## src/fidec_pkg.sv

```systemverilog
package fidec_pkg;

   // frame framing bytes and length
   localparam logic [7:0] FRAME_START   = 8'h02;
   localparam logic [7:0] FRAME_END     = 8'h03;
   localparam logic [3:0] FRAME_LAST    = 4'd11;
   localparam logic [3:0] INDEX_MAX     = 4'd15;

   // byte positions kept from the frame
   localparam logic [3:0] POS_START     = 4'd0;
   localparam logic [3:0] POS_DIRECTION = 4'd1;
   localparam logic [3:0] POS_TENS      = 4'd3;
   localparam logic [3:0] POS_ONES      = 4'd4;
   localparam logic [3:0] POS_MODE      = 4'd5;

   // ascii codes used by the decoder
   localparam logic [7:0] CHAR_0     = 8'h30;
   localparam logic [7:0] CHAR_1     = 8'h31;
   localparam logic [7:0] CHAR_2     = 8'h32;
   localparam logic [7:0] CHAR_3     = 8'h33;
   localparam logic [7:0] CHAR_4     = 8'h34;
   localparam logic [7:0] CHAR_8     = 8'h38;
   localparam logic [7:0] CHAR_9     = 8'h39;
   localparam logic [7:0] CHAR_A     = 8'h41;
   localparam logic [7:0] CHAR_Z     = 8'h5A;
   localparam logic [7:0] CHAR_B     = 8'h42;
   localparam logic [7:0] CHAR_SLASH = 8'h2F;
   localparam logic [7:0] CHAR_DASH  = 8'h2D;
   localparam logic [7:0] CHAR_SPACE = 8'h20;

   typedef enum logic [1:0] {
      DIR_STOP    = 2'd0,
      DIR_UP      = 2'd1,
      DIR_DOWN    = 2'd2,
      DIR_UNKNOWN = 2'd3
   } direction_type;

   typedef enum logic [2:0] {
      MODE_NORMAL   = 3'd0,
      MODE_FULL     = 3'd1,
      MODE_OVERLOAD = 3'd2,
      MODE_FIRE     = 3'd3,
      MODE_REPAIR   = 3'd4,
      MODE_UNKNOWN  = 3'd5
   } mode_type;

   typedef enum logic [1:0] {
      KIND_NONE   = 2'd0,
      KIND_DIGITS = 2'd1,
      KIND_PREFIX = 2'd2,
      KIND_LETTER = 2'd3
   } kind_type;

   // one received byte
   typedef struct packed {
      logic [7:0] byte_value;
      logic       end_of_frame;
   } req_type;

   // one decoded frame
   typedef struct packed {
      logic              displayable;
      logic              format_ok;
      logic [1:0]        direction;
      logic [2:0]        work_mode;
      logic [7:0]        direction_raw;
      logic [7:0]        mode_raw;
      logic              floor_valid;
      logic signed [7:0] floor_number;
      logic [1:0]        floor_kind;
      logic [7:0]        tens_or_prefix;
      logic [3:0]        ones_digit;
      logic [7:0]        floor_letter;
   } rsp_type;

   // frame record handed from the front end to the decoder
   typedef struct packed {
      logic       format_ok;
      logic [7:0] direction_byte;
      logic [7:0] tens_byte;
      logic [7:0] ones_byte;
      logic [7:0] mode_byte;
   } frame_type;

   function automatic logic is_digit(input logic [7:0] c);
      return (c >= CHAR_0) && (c <= CHAR_9);
   endfunction

   function automatic logic is_upper(input logic [7:0] c);
      return (c >= CHAR_A) && (c <= CHAR_Z);
   endfunction

endpackage

```

## src/fidec_front.sv

```systemverilog
module fidec_front
   import fidec_pkg::*;
(
   input  logic      clock,
   input  logic      reset,
   input  logic      req_push,
   input  req_type   req_data,
   input  logic      queue_full,
   output logic      req_full,
   output logic      frame_push,
   output frame_type frame_data
);

   logic [3:0] byte_index_ff, byte_index_in;
   logic       start_ok_ff, start_ok_in;
   logic [7:0] direction_byte_ff, direction_byte_in;
   logic [7:0] tens_byte_ff, tens_byte_in;
   logic [7:0] ones_byte_ff, ones_byte_in;
   logic [7:0] mode_byte_ff, mode_byte_in;
   logic       accept;

   // a byte is taken only when the frame queue has room
   assign req_full = queue_full;
   assign accept   = req_push && !queue_full;

   // byte position and captured fields
   always_comb begin
      byte_index_in     = byte_index_ff;
      start_ok_in       = start_ok_ff;
      direction_byte_in = direction_byte_ff;
      tens_byte_in      = tens_byte_ff;
      ones_byte_in      = ones_byte_ff;
      mode_byte_in      = mode_byte_ff;
      if (accept) begin
         case (byte_index_ff)
            POS_START:     start_ok_in       = (req_data.byte_value == FRAME_START);
            POS_DIRECTION: direction_byte_in = req_data.byte_value;
            POS_TENS:      tens_byte_in      = req_data.byte_value;
            POS_ONES:      ones_byte_in      = req_data.byte_value;
            POS_MODE:      mode_byte_in      = req_data.byte_value;
            default:       ;
         endcase
         if (req_data.end_of_frame) begin
            byte_index_in = '0;
            start_ok_in   = 1'b0;
         end else if (byte_index_ff != INDEX_MAX) begin
            byte_index_in = byte_index_ff + 4'd1;
         end
      end
   end

   // frame record on the last byte
   always_comb begin
      frame_push                = accept && req_data.end_of_frame;
      frame_data.format_ok      = (byte_index_ff == FRAME_LAST) && start_ok_ff
                                  && (req_data.byte_value == FRAME_END);
      frame_data.direction_byte = direction_byte_ff;
      frame_data.tens_byte      = tens_byte_ff;
      frame_data.ones_byte      = ones_byte_ff;
      frame_data.mode_byte      = mode_byte_ff;
   end

   always_ff @(posedge clock) begin
      if (reset) begin
         byte_index_ff <= '0;
         start_ok_ff   <= 1'b0;
      end else begin
         byte_index_ff <= byte_index_in;
         start_ok_ff   <= start_ok_in;
      end
   end

   always_ff @(posedge clock) begin
      direction_byte_ff <= direction_byte_in;
      tens_byte_ff      <= tens_byte_in;
      ones_byte_ff      <= ones_byte_in;
      mode_byte_ff      <= mode_byte_in;
   end

endmodule

```

## src/fidec_queue.sv

```systemverilog
module fidec_queue
   import fidec_pkg::*;
#(
   parameter int DEPTH = 2
)(
   input  logic      clock,
   input  logic      reset,
   input  logic      push,
   input  frame_type push_data,
   output logic      full,
   input  logic      pop,
   output frame_type pop_data,
   output logic      empty
);

   localparam int PTR_W = (DEPTH > 1) ? $clog2(DEPTH) : 1;
   localparam int CNT_W = $clog2(DEPTH + 1);

   frame_type        entries_ff [DEPTH];
   logic [PTR_W-1:0] wr_ptr_ff, wr_ptr_in;
   logic [PTR_W-1:0] rd_ptr_ff, rd_ptr_in;
   logic [CNT_W-1:0] count_ff, count_in;
   logic             do_push, do_pop;

   assign full     = (count_ff == CNT_W'(DEPTH));
   assign empty    = (count_ff == '0);
   assign do_push  = push && !full;
   assign do_pop   = pop && !empty;
   assign pop_data = entries_ff[rd_ptr_ff];

   // pointer and fill level update
   always_comb begin
      wr_ptr_in = wr_ptr_ff;
      rd_ptr_in = rd_ptr_ff;
      count_in  = count_ff;
      if (do_push) begin
         wr_ptr_in = (wr_ptr_ff == PTR_W'(DEPTH - 1)) ? '0 : wr_ptr_ff + PTR_W'(1);
      end
      if (do_pop) begin
         rd_ptr_in = (rd_ptr_ff == PTR_W'(DEPTH - 1)) ? '0 : rd_ptr_ff + PTR_W'(1);
      end
      if (do_push && !do_pop) begin
         count_in = count_ff + CNT_W'(1);
      end else if (do_pop && !do_push) begin
         count_in = count_ff - CNT_W'(1);
      end
   end

   always_ff @(posedge clock) begin
      if (reset) begin
         wr_ptr_ff <= '0;
         rd_ptr_ff <= '0;
         count_ff  <= '0;
      end else begin
         wr_ptr_ff <= wr_ptr_in;
         rd_ptr_ff <= rd_ptr_in;
         count_ff  <= count_in;
      end
   end

   // entry storage
   always_ff @(posedge clock) begin
      if (do_push) begin
         entries_ff[wr_ptr_ff] <= push_data;
      end
   end

endmodule

```

## src/fidec_back.sv

```systemverilog
module fidec_back
   import fidec_pkg::*;
(
   input  logic      clock,
   input  logic      reset,
   input  logic      frame_empty,
   input  frame_type frame_data,
   output logic      frame_pop,
   output logic      rsp_empty,
   input  logic      rsp_pop,
   output rsp_type   rsp_data
);

   rsp_type rsp_ff, rsp_in;
   logic    rsp_valid_ff, rsp_valid_in;
   logic    load;

   // take the next frame when the result register is free or being drained
   assign load      = !frame_empty && (!rsp_valid_ff || rsp_pop);
   assign frame_pop = load;
   assign rsp_empty = !rsp_valid_ff;
   assign rsp_data  = rsp_ff;

   // decode direction, mode and floor text
   always_comb begin
      logic [7:0]        t;
      logic [7:0]        o;
      logic [3:0]        t_val;
      logic [3:0]        o_val;
      logic              o_dig;
      logic              t_dig;
      logic              t_prefix;
      logic              valid;
      logic signed [7:0] num;

      t        = frame_data.tens_byte;
      o        = frame_data.ones_byte;
      t_val    = 4'(t - CHAR_0);
      o_val    = 4'(o - CHAR_0);
      o_dig    = is_digit(o);
      t_dig    = is_digit(t);
      t_prefix = (t == CHAR_B) || (t == CHAR_DASH);

      rsp_in = '0;

      // numeric floor value
      valid = 1'b0;
      num   = '0;
      if (((t == CHAR_SLASH) || (t == CHAR_SPACE)) && o_dig) begin
         valid = 1'b1;
         num   = 8'({4'b0, o_val});
      end else if (t_dig && o_dig) begin
         valid = 1'b1;
         num   = 8'(t_val * 8'd10) + 8'({4'b0, o_val});
      end else if (t_prefix && o_dig) begin
         valid = 1'b1;
         num   = 8'd0 - 8'({4'b0, o_val});
      end

      if (frame_data.format_ok) begin
         rsp_in.format_ok     = 1'b1;
         rsp_in.direction_raw = frame_data.direction_byte;
         rsp_in.mode_raw      = frame_data.mode_byte;

         case (frame_data.direction_byte)
            CHAR_0:  rsp_in.direction = DIR_STOP;
            CHAR_1:  rsp_in.direction = DIR_UP;
            CHAR_3:  rsp_in.direction = DIR_DOWN;
            default: rsp_in.direction = DIR_UNKNOWN;
         endcase

         case (frame_data.mode_byte)
            CHAR_8:  rsp_in.work_mode = MODE_NORMAL;
            CHAR_1:  rsp_in.work_mode = MODE_FULL;
            CHAR_2:  rsp_in.work_mode = MODE_OVERLOAD;
            CHAR_3:  rsp_in.work_mode = MODE_FIRE;
            CHAR_4:  rsp_in.work_mode = MODE_REPAIR;
            default: rsp_in.work_mode = MODE_UNKNOWN;
         endcase

         // floor display classification, first matching rule wins
         if (is_upper(t) && (o == CHAR_SPACE)) begin
            rsp_in.floor_kind   = KIND_LETTER;
            rsp_in.floor_letter = t;
         end else if ((t == CHAR_SPACE) && is_upper(o)) begin
            rsp_in.floor_kind   = KIND_LETTER;
            rsp_in.floor_letter = o;
         end else if (t_prefix && o_dig) begin
            rsp_in.floor_kind     = KIND_PREFIX;
            rsp_in.tens_or_prefix = t;
            rsp_in.ones_digit     = o_val;
         end else if (o_dig) begin
            rsp_in.floor_kind     = KIND_DIGITS;
            rsp_in.tens_or_prefix = t_dig ? 8'({4'b0, t_val}) : 8'd0;
            rsp_in.ones_digit     = o_val;
         end

         rsp_in.floor_valid  = valid;
         rsp_in.floor_number = valid ? num : 8'sd0;
         rsp_in.displayable  = valid || (rsp_in.floor_kind == KIND_LETTER);
      end else begin
         rsp_in.direction = DIR_UNKNOWN;
         rsp_in.work_mode = MODE_UNKNOWN;
      end
   end

   // result register occupancy
   always_comb begin
      rsp_valid_in = rsp_valid_ff;
      if (load) begin
         rsp_valid_in = 1'b1;
      end else if (rsp_pop) begin
         rsp_valid_in = 1'b0;
      end
   end

   always_ff @(posedge clock) begin
      if (reset) begin
         rsp_valid_ff <= 1'b0;
      end else begin
         rsp_valid_ff <= rsp_valid_in;
      end
   end

   always_ff @(posedge clock) begin
      if (load) begin
         rsp_ff <= rsp_in;
      end
   end

endmodule

```

## src/floor_indicator_frame_decoder_unit.sv

```systemverilog
// Elevator floor indicator frame decoder. Frame bytes enter one per request through a
// push/full queue port, with end_of_frame set on the last byte of each frame; one byte can
// be taken every clock cycle while the frame queue has room. Each frame yields one decoded
// result on the empty/pop side: the front end captures the frame into a small frame queue
// (QUEUE_DEPTH records), and the decoder moves the oldest record through a single result
// register. Bytes are refused only while that frame queue is full, so a byte stream keeps
// its one byte per cycle as long as results are drained. A frame is well formed when it is
// 12 bytes long, starts with 0x02 and ends with 0x03; otherwise the result carries
// direction unknown, mode unknown and zero in every other field.
module floor_indicator_frame_decoder_unit
   import fidec_pkg::*;
#(
   parameter int QUEUE_DEPTH = 2
)(
   input  logic    clock,
   input  logic    reset,
   input  logic    req_push,
   input  req_type req_data,
   output logic    req_full,
   output logic    rsp_empty,
   input  logic    rsp_pop,
   output rsp_type rsp_data
);

   logic      frame_push;
   frame_type frame_in;
   logic      queue_full;
   logic      frame_pop;
   frame_type frame_out;
   logic      frame_empty;

   // byte capture and framing check
   fidec_front u_front (
      .clock      (clock),
      .reset      (reset),
      .req_push   (req_push),
      .req_data   (req_data),
      .queue_full (queue_full),
      .req_full   (req_full),
      .frame_push (frame_push),
      .frame_data (frame_in)
   );

   // frame records waiting for the decoder
   fidec_queue #(
      .DEPTH (QUEUE_DEPTH)
   ) u_queue (
      .clock     (clock),
      .reset     (reset),
      .push      (frame_push),
      .push_data (frame_in),
      .full      (queue_full),
      .pop       (frame_pop),
      .pop_data  (frame_out),
      .empty     (frame_empty)
   );

   // field decode and result register
   fidec_back u_back (
      .clock       (clock),
      .reset       (reset),
      .frame_empty (frame_empty),
      .frame_data  (frame_out),
      .frame_pop   (frame_pop),
      .rsp_empty   (rsp_empty),
      .rsp_pop     (rsp_pop),
      .rsp_data    (rsp_data)
   );

endmodule

```

## config.mk

```make
export PLATFORM = sky130hd
export DESIGN_NAME = floor_indicator_frame_decoder_unit
export DESIGN_NICKNAME = d
export VERILOG_FILES = /design/src/fidec_pkg.sv /design/src/fidec_front.sv /design/src/fidec_queue.sv /design/src/fidec_back.sv /design/src/floor_indicator_frame_decoder_unit.sv
export SDC_FILE = /design/constraint.sdc
export NUM_CORES = 1
export LEC_CHECK = 0
export BUFFER_PORTS_ARGS = -buffer_cell sky130_fd_sc_hd__buf_2
export CORE_MARGIN = 3
export CORE_UTILIZATION = 36
export CTS_BUF_LIST = sky130_fd_sc_hd__clkbuf_4 sky130_fd_sc_hd__clkbuf_8 sky130_fd_sc_hd__clkbuf_16
export DETAILED_ROUTE_END_ITERATION = 16
export GPL_TIMING_DRIVEN = 0
export PLACE_DENSITY = 0.6
export SLEW_MARGIN = 15
export SYNTH_ARGS = -nofsm -noshare
export SYNTH_HDL_FRONTEND = slang
export SYNTH_SLANG_ARGS = --single-unit
```

## constraint.sdc

```tcl
create_clock -name clock -period 3.1 [get_ports clock]
set_input_delay 0 -clock clock [delete_from_list [all_inputs] [get_ports clock]]
set_output_delay 0 -clock clock [all_outputs]
set_load 0.02 [all_outputs]
```

==> results of run 1 <==
==> how the worst max path moves through the flow <==
stage                                          to  slack (ps)
2_1_floorplan   u_back.rsp_data[29]$_SDFFCE_PP0P_         110
3_3_place_gp   u_queue.entries_ff[0][0]$_DFFE_PP_        -640
3_5_place_dp    u_back.rsp_data[29]$_SDFFCE_PP0P_        -370
4_1_cts         u_back.rsp_data[28]$_SDFFCE_PP0P_         -60
5_1_grt         u_back.rsp_data[29]$_SDFFCE_PP0P_         -20
6_report        u_back.rsp_data[29]$_SDFFCE_PP0P_         100
==> power groups by stage <==
stage / registers, mW / clock network [mW] / logic [mW]
floorplan: 3.32 / 0 / 1.09
global placement: 3.03 / 0 / 1.90
detailed placement: 3.01 / 0 / 2.00
CTS: 2.96 / 2.05 / 2.05
global route: 3.00 / 2.15 / 2.41
finish: 2.96 / 2.01 / 2.22
==> per-stage QoR <==
stage	std cells	worst slack, ps	area (µm²)	setup TNS, ps
after floorplan	470	113	6890	0
after global placement	766	-637	7510	-23430
after detailed placement	769	-368	7590	-3720
after CTS	814	-59.2	8320	-208
after global routing	833	-21.6	8540	-21.6
final	833	104	8540	0
==> flip-flops by register name, summed over array words and instances (netlist names), named ones only <==
name	cells
u_back.rsp_data	54
u_back.rsp_valid_ff	1
u_front.byte_index_ff	4
u_front.direction_byte_ff	8
u_front.mode_byte_ff	8
u_front.ones_byte_ff	8
u_front.start_ok_ff	1
u_front.tens_byte_ff	8
u_queue.count_ff	2
u_queue.entries_ff	66
u_queue.rd_ptr_ff	1
u_queue.wr_ptr_ff	1
==> placed cells by master (no fill, tap or decap), types with 4 or more instances in the layout <==
cell / instances
edfxtp_1: 152
buf_2: 69
nor2_1: 43
nand2_1: 23
mux2i_1: 23
a21oi_1: 21
buf_4: 19
clkbuf_16: 17
o21ai_0: 15
inv_1: 15
ha_1: 13
dlygate4sd3_1: 13
nand3_1: 11
dfxtp_1: 11
xnor2_1: 9
nor3_1: 8
xor2_1: 8
nand2b_1: 7
clkbuf_1: 5
a211oi_1: 5
clkinvlp_4: 5
nor2b_1: 4
buf_6: 4
mux2i_4: 4
nor3b_1: 4
or3_1: 4
conb_1: 4
==> tightest hold or removal path: cells and delay by family <==
family	cells	cell delay [ps]
AOI/OAI and AO/OA	1	180
and+or+nand+nor	2	260
buffers and inverters	1	90
==> what timing repair did <==
action	4_1_cts	5_1_grt
hold buffers	13	0
resized for setup	6	16
endpoints found under the setup margin	24	21
gates cloned	0	0
pin swaps	0	3
buffers inserted	0	19
endpoints found under the hold margin	40	0
==> synthesized netlist by cell type, types with 4 or more instances <==
cell type	instances	area, µm²
or3_1	4	25.0
mux2i_1	28	280
nor3b_1	5	37.5
nand2_1	23	86.3
ha_1	15	188
a211oi_1	5	37.5
inv_1	17	63.8
edfxtp_1	152	4560
dfxtp_1	11	220
nor3_1	9	45.0
o21ai_0	15	75.1
xor2_1	8	70.1
nand3_1	11	55.1
xnor2_1	9	78.8
nor2_1	44	165
nand2b_1	8	50.1
a21oi_1	22	110
clkbuf_1	5	18.8
nor2b_1	4	25.0
==> per-layer routing <==
layer,up-vias,track usage [%],part of all wire (%)
met5,-,0,0
met4,0,3.63,1.2
met3,14,4.03,5.8
met2,125,21.3,48
met1,2102,18.3,45
li1,2018,-,-
==> layout make-up <==
| type | count | area [µm²] | area share (%) |
|---|---|---|---|
| tap | 229 | 287 | 3.36 |
| inverter | 18 | 67.6 | 0.791 |
| sequential | 163 | 4780 | 56.0 |
| multi-input combinational | 277 | 2060 | 24.1 |
| clock inverter | 14 | 138 | 1.61 |
| buffer | 12 | 93.8 | 1.10 |
| clock buffer | 18 | 433 | 5.07 |
| timing repair buffer | 102 | 676 | 7.91 |
==> logic make-up (layout without fill, tap and decap cells) <==
| group | Yosys count | count (layout) | share of synthesized area [%] |
|---|---|---|---|
| buf+inv | 30 | 164 | 2.07 |
| other cells | 1 | 4 | 0.0545 |
| mux | 31 | 31 | 4.78 |
| simple gates | 138 | 138 | 10.8 |
| fa+ha+maj | 17 | 17 | 3.31 |
| flops | 163 | 163 | 69.5 |
| compound gates | 70 | 70 | 7.29 |
| xor+xnor | 17 | 17 | 2.16 |
==> impl_metrics.yaml, run 1 <==
outcome:
  status: "complete, no violations"
pwr:
  peakVddDrop_mv: 0.829
  pwr-share-seq_pct: 41.1
  combPwrFrac_pct: 30.9
  netSwitchingPower_mw: 2.29
  power_mw: 7.19
  pwr-share-clk_pct: 28.0
  intPower_mw: 4.91
  sw_frac_of_total_pct: 31.8
  p_leak_nw: 3.03
  power_density_nw_per_um2: 843
timing:
  max_freq_mhz: 334
  whs_ps: 168
  slew_violations: 0
  fin_crit_ps: 3000
  finalSetupViolations: 0
  tightest_slew_ps: 1000
  skew_ps: 8.13
  max_slew_margin_pct: 32.5
  final_hold_viol_count: 0
  fin_crit_sh_pct: 96.7
hold_path:
  holdPathEnd: "u_front.byte_index_ff[2]$_SDFFE_PP0P_"
  worstHoldStart: "req_push"
  hold_path_depth: 4
  hold_class: "in2reg"
finish:
  nets: 621
  drive_above_1_share_pct: 26.5
  fillers: 1636
  syn_to_final_growth_pct: 24.1
  post-route-util_pct: 46.4
  antenna_cells: 0
critical_path:
  rr_worst_depth: 13
  cp.required_ps: 3270
  r2r_slack_ps: 100
  r2r_end: "u_back.rsp_data[29]$_SDFFCE_PP0P_"
  worstSetupPathType: "reg2reg"
  critical_path_cell_count: 13
  cp-start-kind: "flop"
  slowest_delay_ps: 550
  cp_top_family: "adder cells"
  end_kind: "flop"
  cp_max_fo: 8
  arrival_ps: 3170
  crit_buf_inv: 3
  crit_chain: "buf_6, buf_12, mux2i_4, inv_2, ha_1, ha_2, fa_1, nand2_1, o21bai_2, mux2i_1, a22oi_1, nand2b_4, a21oi_2"
  critical-path-slowest-cell: "fa_1"
job:
  max_cap_viol_count: 0
yosys:
  ys_types: 71
  ys.warnings.count: 0
  synth.cell_area_um2: 6880
  syn_inst: 467
  synth-edff-count: 152
  synth_flop_cell: "edfxtp_1"
  ys_seq_elements: 163
  avgSynthCellArea_um2: 14.7
  async_flop_share_pct: 0
  synth-seq-area-share_pct: 69.5
die:
  core.rowCount: 49
  dieHeight_um: 144
  die_w_um: 144
  dieArea_um2: 20800
  num_io_pins: 69
  start_util_pct: 37.4
  core_um2: 18400
detailed_routing:
  wl_per_cell_um: 16.5
  vias_per_cell: 5.11
  drc: 0
  drtAntennaViolNets: 0
  vias: 4259
  dr.pass1.iters: 5
  drt_iter0_drc: 250
  finalWirelength_mm: 13.7
cts:
  clk_path_buf_depth: 2
  cts_buffers: 17
  cts_max_level: 4
  insertion_delay_ps: 420
  cts.sink_count: 163
  clkTransAtPathRegs_ps: 60
  cts_tree: "yes"
  cts-root-buf: "clkbuf_16"
placement:
  gp_congestion: 0.876
  port_buffers: 67
  dpl.hpwl_mm: 9.49
global_routing:
  grt_pass1_wl_mm: 21.4
  grt.overflow.total: 0
  grt_pass1_vias: 4106
  grt_max_degree: 38
  antenna_found_initial: 0
  track_usage_pct: 13.5
(Power assumes the default switching activity.)
==> run 2: changes to the inputs <==
==> constraint.sdc (replaced) <==
create_clock -name clock -period 2.7 [get_ports clock]
set_input_delay 0 -clock clock [delete_from_list [all_inputs] [get_ports clock]]
set_output_delay 0 -clock clock [all_outputs]
set_load 0.02 [all_outputs]
==> run 2 against run 1 <==
Combinational power up 22%; wire length rose by 2.1%; the run now ends with negative setup slack left; sequential power increased by 15%; flip-flop and latch count is the same; final cell count rose by 0.96%.
==> impl_metrics.yaml, run 2 (same netlist as run 1, synthesis figures left out) <==
die:
  core.rowCount: 49
  dieArea_um2: 20800
  die_w_um: 144
  start_util_pct: 37.4
  num_io_pins: 69
  dieHeight_um: 144
  core_um2: 18400
finish:
  fillers: 1604
  post-route-util_pct: 47.4
  final_common_cell: "edfxtp_1"
  final_cells: 841
  final_cell_mix: "152 x edfxtp_1, 69 x buf_2, 43 x nor2_1, 26 x buf_4, 23 x nand2_1"
  regMostFlops: "u_queue.entries_ff"
  finalInstanceArea_um2: 8720
  nets: 629
  largest_register_ffs: 66
  drive_above_1_share_pct: 31.2
  antenna_cells: 0
  syn_to_final_growth_pct: 26.7
hold_path:
  hold_class: "in2reg"
  worstHoldStart: "req_push"
  hold_path_depth: 4
  holdPathEnd: "u_front.byte_index_ff[2]$_SDFFE_PP0P_"
placement:
  port_buffers: 67
  dpl-instance-area_um2: 7580
  dp.cells: 768
  dpl.hpwl_mm: 9.33
  gp_congestion: 0.808
timing:
  finalWorstSetupSlack_ps: -82.3
  max_slew_margin_pct: 20.7
  skew_ps: 9.64
  fin_crit_sh_pct: 103
  fin_crit_ps: 2780
  finalSetupViolations: 1
  tightest_slew_ps: 1190
  rsz0062_at_grt: "yes"
  max_freq_mhz: 359
  whs_ps: 154
  final_hold_viol_count: 0
  slew_violations: 0
detailed_routing:
  vias_per_cell: 5.05
  drc: 0
  dr.pass1.iters: 4
  drt_iter0_drc: 210
  vias: 4249
  wl_per_cell_um: 16.7
  finalWirelength_mm: 14.0
  drtAntennaViolNets: 0
global_routing:
  grt_pass1_vias: 4177
  grt_max_degree: 39
  grt.overflow.total: 0
  antenna_found_initial: 0
  track_usage_pct: 13.7
  grt_pass1_wl_mm: 21.7
cts:
  insertion_delay_ps: 430
  cts.sink_count: 163
  cts_tree: "yes"
  cts_max_level: 4
  cts-root-buf: "clkbuf_16"
  cts_buffers: 17
  clkTransAtPathRegs_ps: 60
  clk_path_buf_depth: 2
pwr:
  peakVddDrop_mv: 0.578
  power_density_nw_per_um2: 969
  p_leak_nw: 3.13
  power_mw: 8.45
critical_path:
  cp.required_ps: 2870
  end_kind: "flop"
  cp-start-kind: "flop"
  r2r_end: "u_back.rsp_data[29]$_SDFFCE_PP0P_"
  rr_worst_depth: 12
  cp_max_fo: 6
  r2r_slack_ps: -80
  arrival_ps: 2960
  worstSetupPathType: "reg2reg"
outcome:
  status: "finished with violations"
  violations: "negative setup slack"
job:
  max_cap_viol_count: 0
[run 2: timing repair]
item	in CTS	in global routing
pin swaps	5	7
gates resized for setup	27	25
endpoints found under the setup margin	28	20
hold endpoints to repair	40	0
hold buffers	13	0
setup buffers	15	13
[run 2: metrics by stage]
step	setup TNS (ps)	setup WS [ps]
after floorplan	-131	-131
after global placement	-10740	-482
after global routing	-176	-165
after CTS	-103	-85.1
final	-82.3	-82.3
after detailed placement	-8370	-533
[run 2: layer usage]
layer / track usage [%] / share of wire, %
met1: 18.1 / 46
met2: 21.6 / 48
met3: 3.14 / 3.8
met4: 5.89 / 2.2
met5: 0 / 0
[run 2: how the worst max path moves through the flow]
stage | to | slack, ps | from
2_1_floorplan | u_back.rsp_data[29]$_SDFFCE_PP0P_ | -130 | flop
3_3_place_gp | u_back.rsp_data[29]$_SDFFCE_PP0P_ | -480 | flop
3_5_place_dp | u_back.rsp_data[29]$_SDFFCE_PP0P_ | -530 | flop
4_1_cts | u_back.rsp_data[29]$_SDFFCE_PP0P_ | -90 | flop
5_1_grt | u_back.rsp_data[29]$_SDFFCE_PP0P_ | -160 | flop
6_report | u_back.rsp_data[29]$_SDFFCE_PP0P_ | -80 | flop
[run 2: area by class of cell]
class	instances	area (µm²)	area share [%]
clock buffers	27	519	5.95
repair buffers	110	723	8.29
well taps	229	287	3.29
multi-input cells	277	2180	25.0
plain buffers	12	101	1.16
flip-flops and latches	163	4790	54.9
clock inverters	5	56.3	0.646
inverters	18	67.6	0.775
[run 2: critical path, cell delays in order (launching register included)]
cell      delay, ps
dfxtp_2         330
buf_8           130
buf_12          130
mux2_4          330
ha_4            230
ha_4            150
fa_1            500
nand2_1          70
o21bai_4        180
mux2i_1         120
a22oi_1         150
nand2b_4        150
a21oi_2          50
[run 2: power breakdown]
group	leakage [nW]	switching, mW	internal [mW]
Clock	0.289	0.925	1.41
Combinational	1.34	1.61	1.10
Sequential	1.50	0.131	3.28
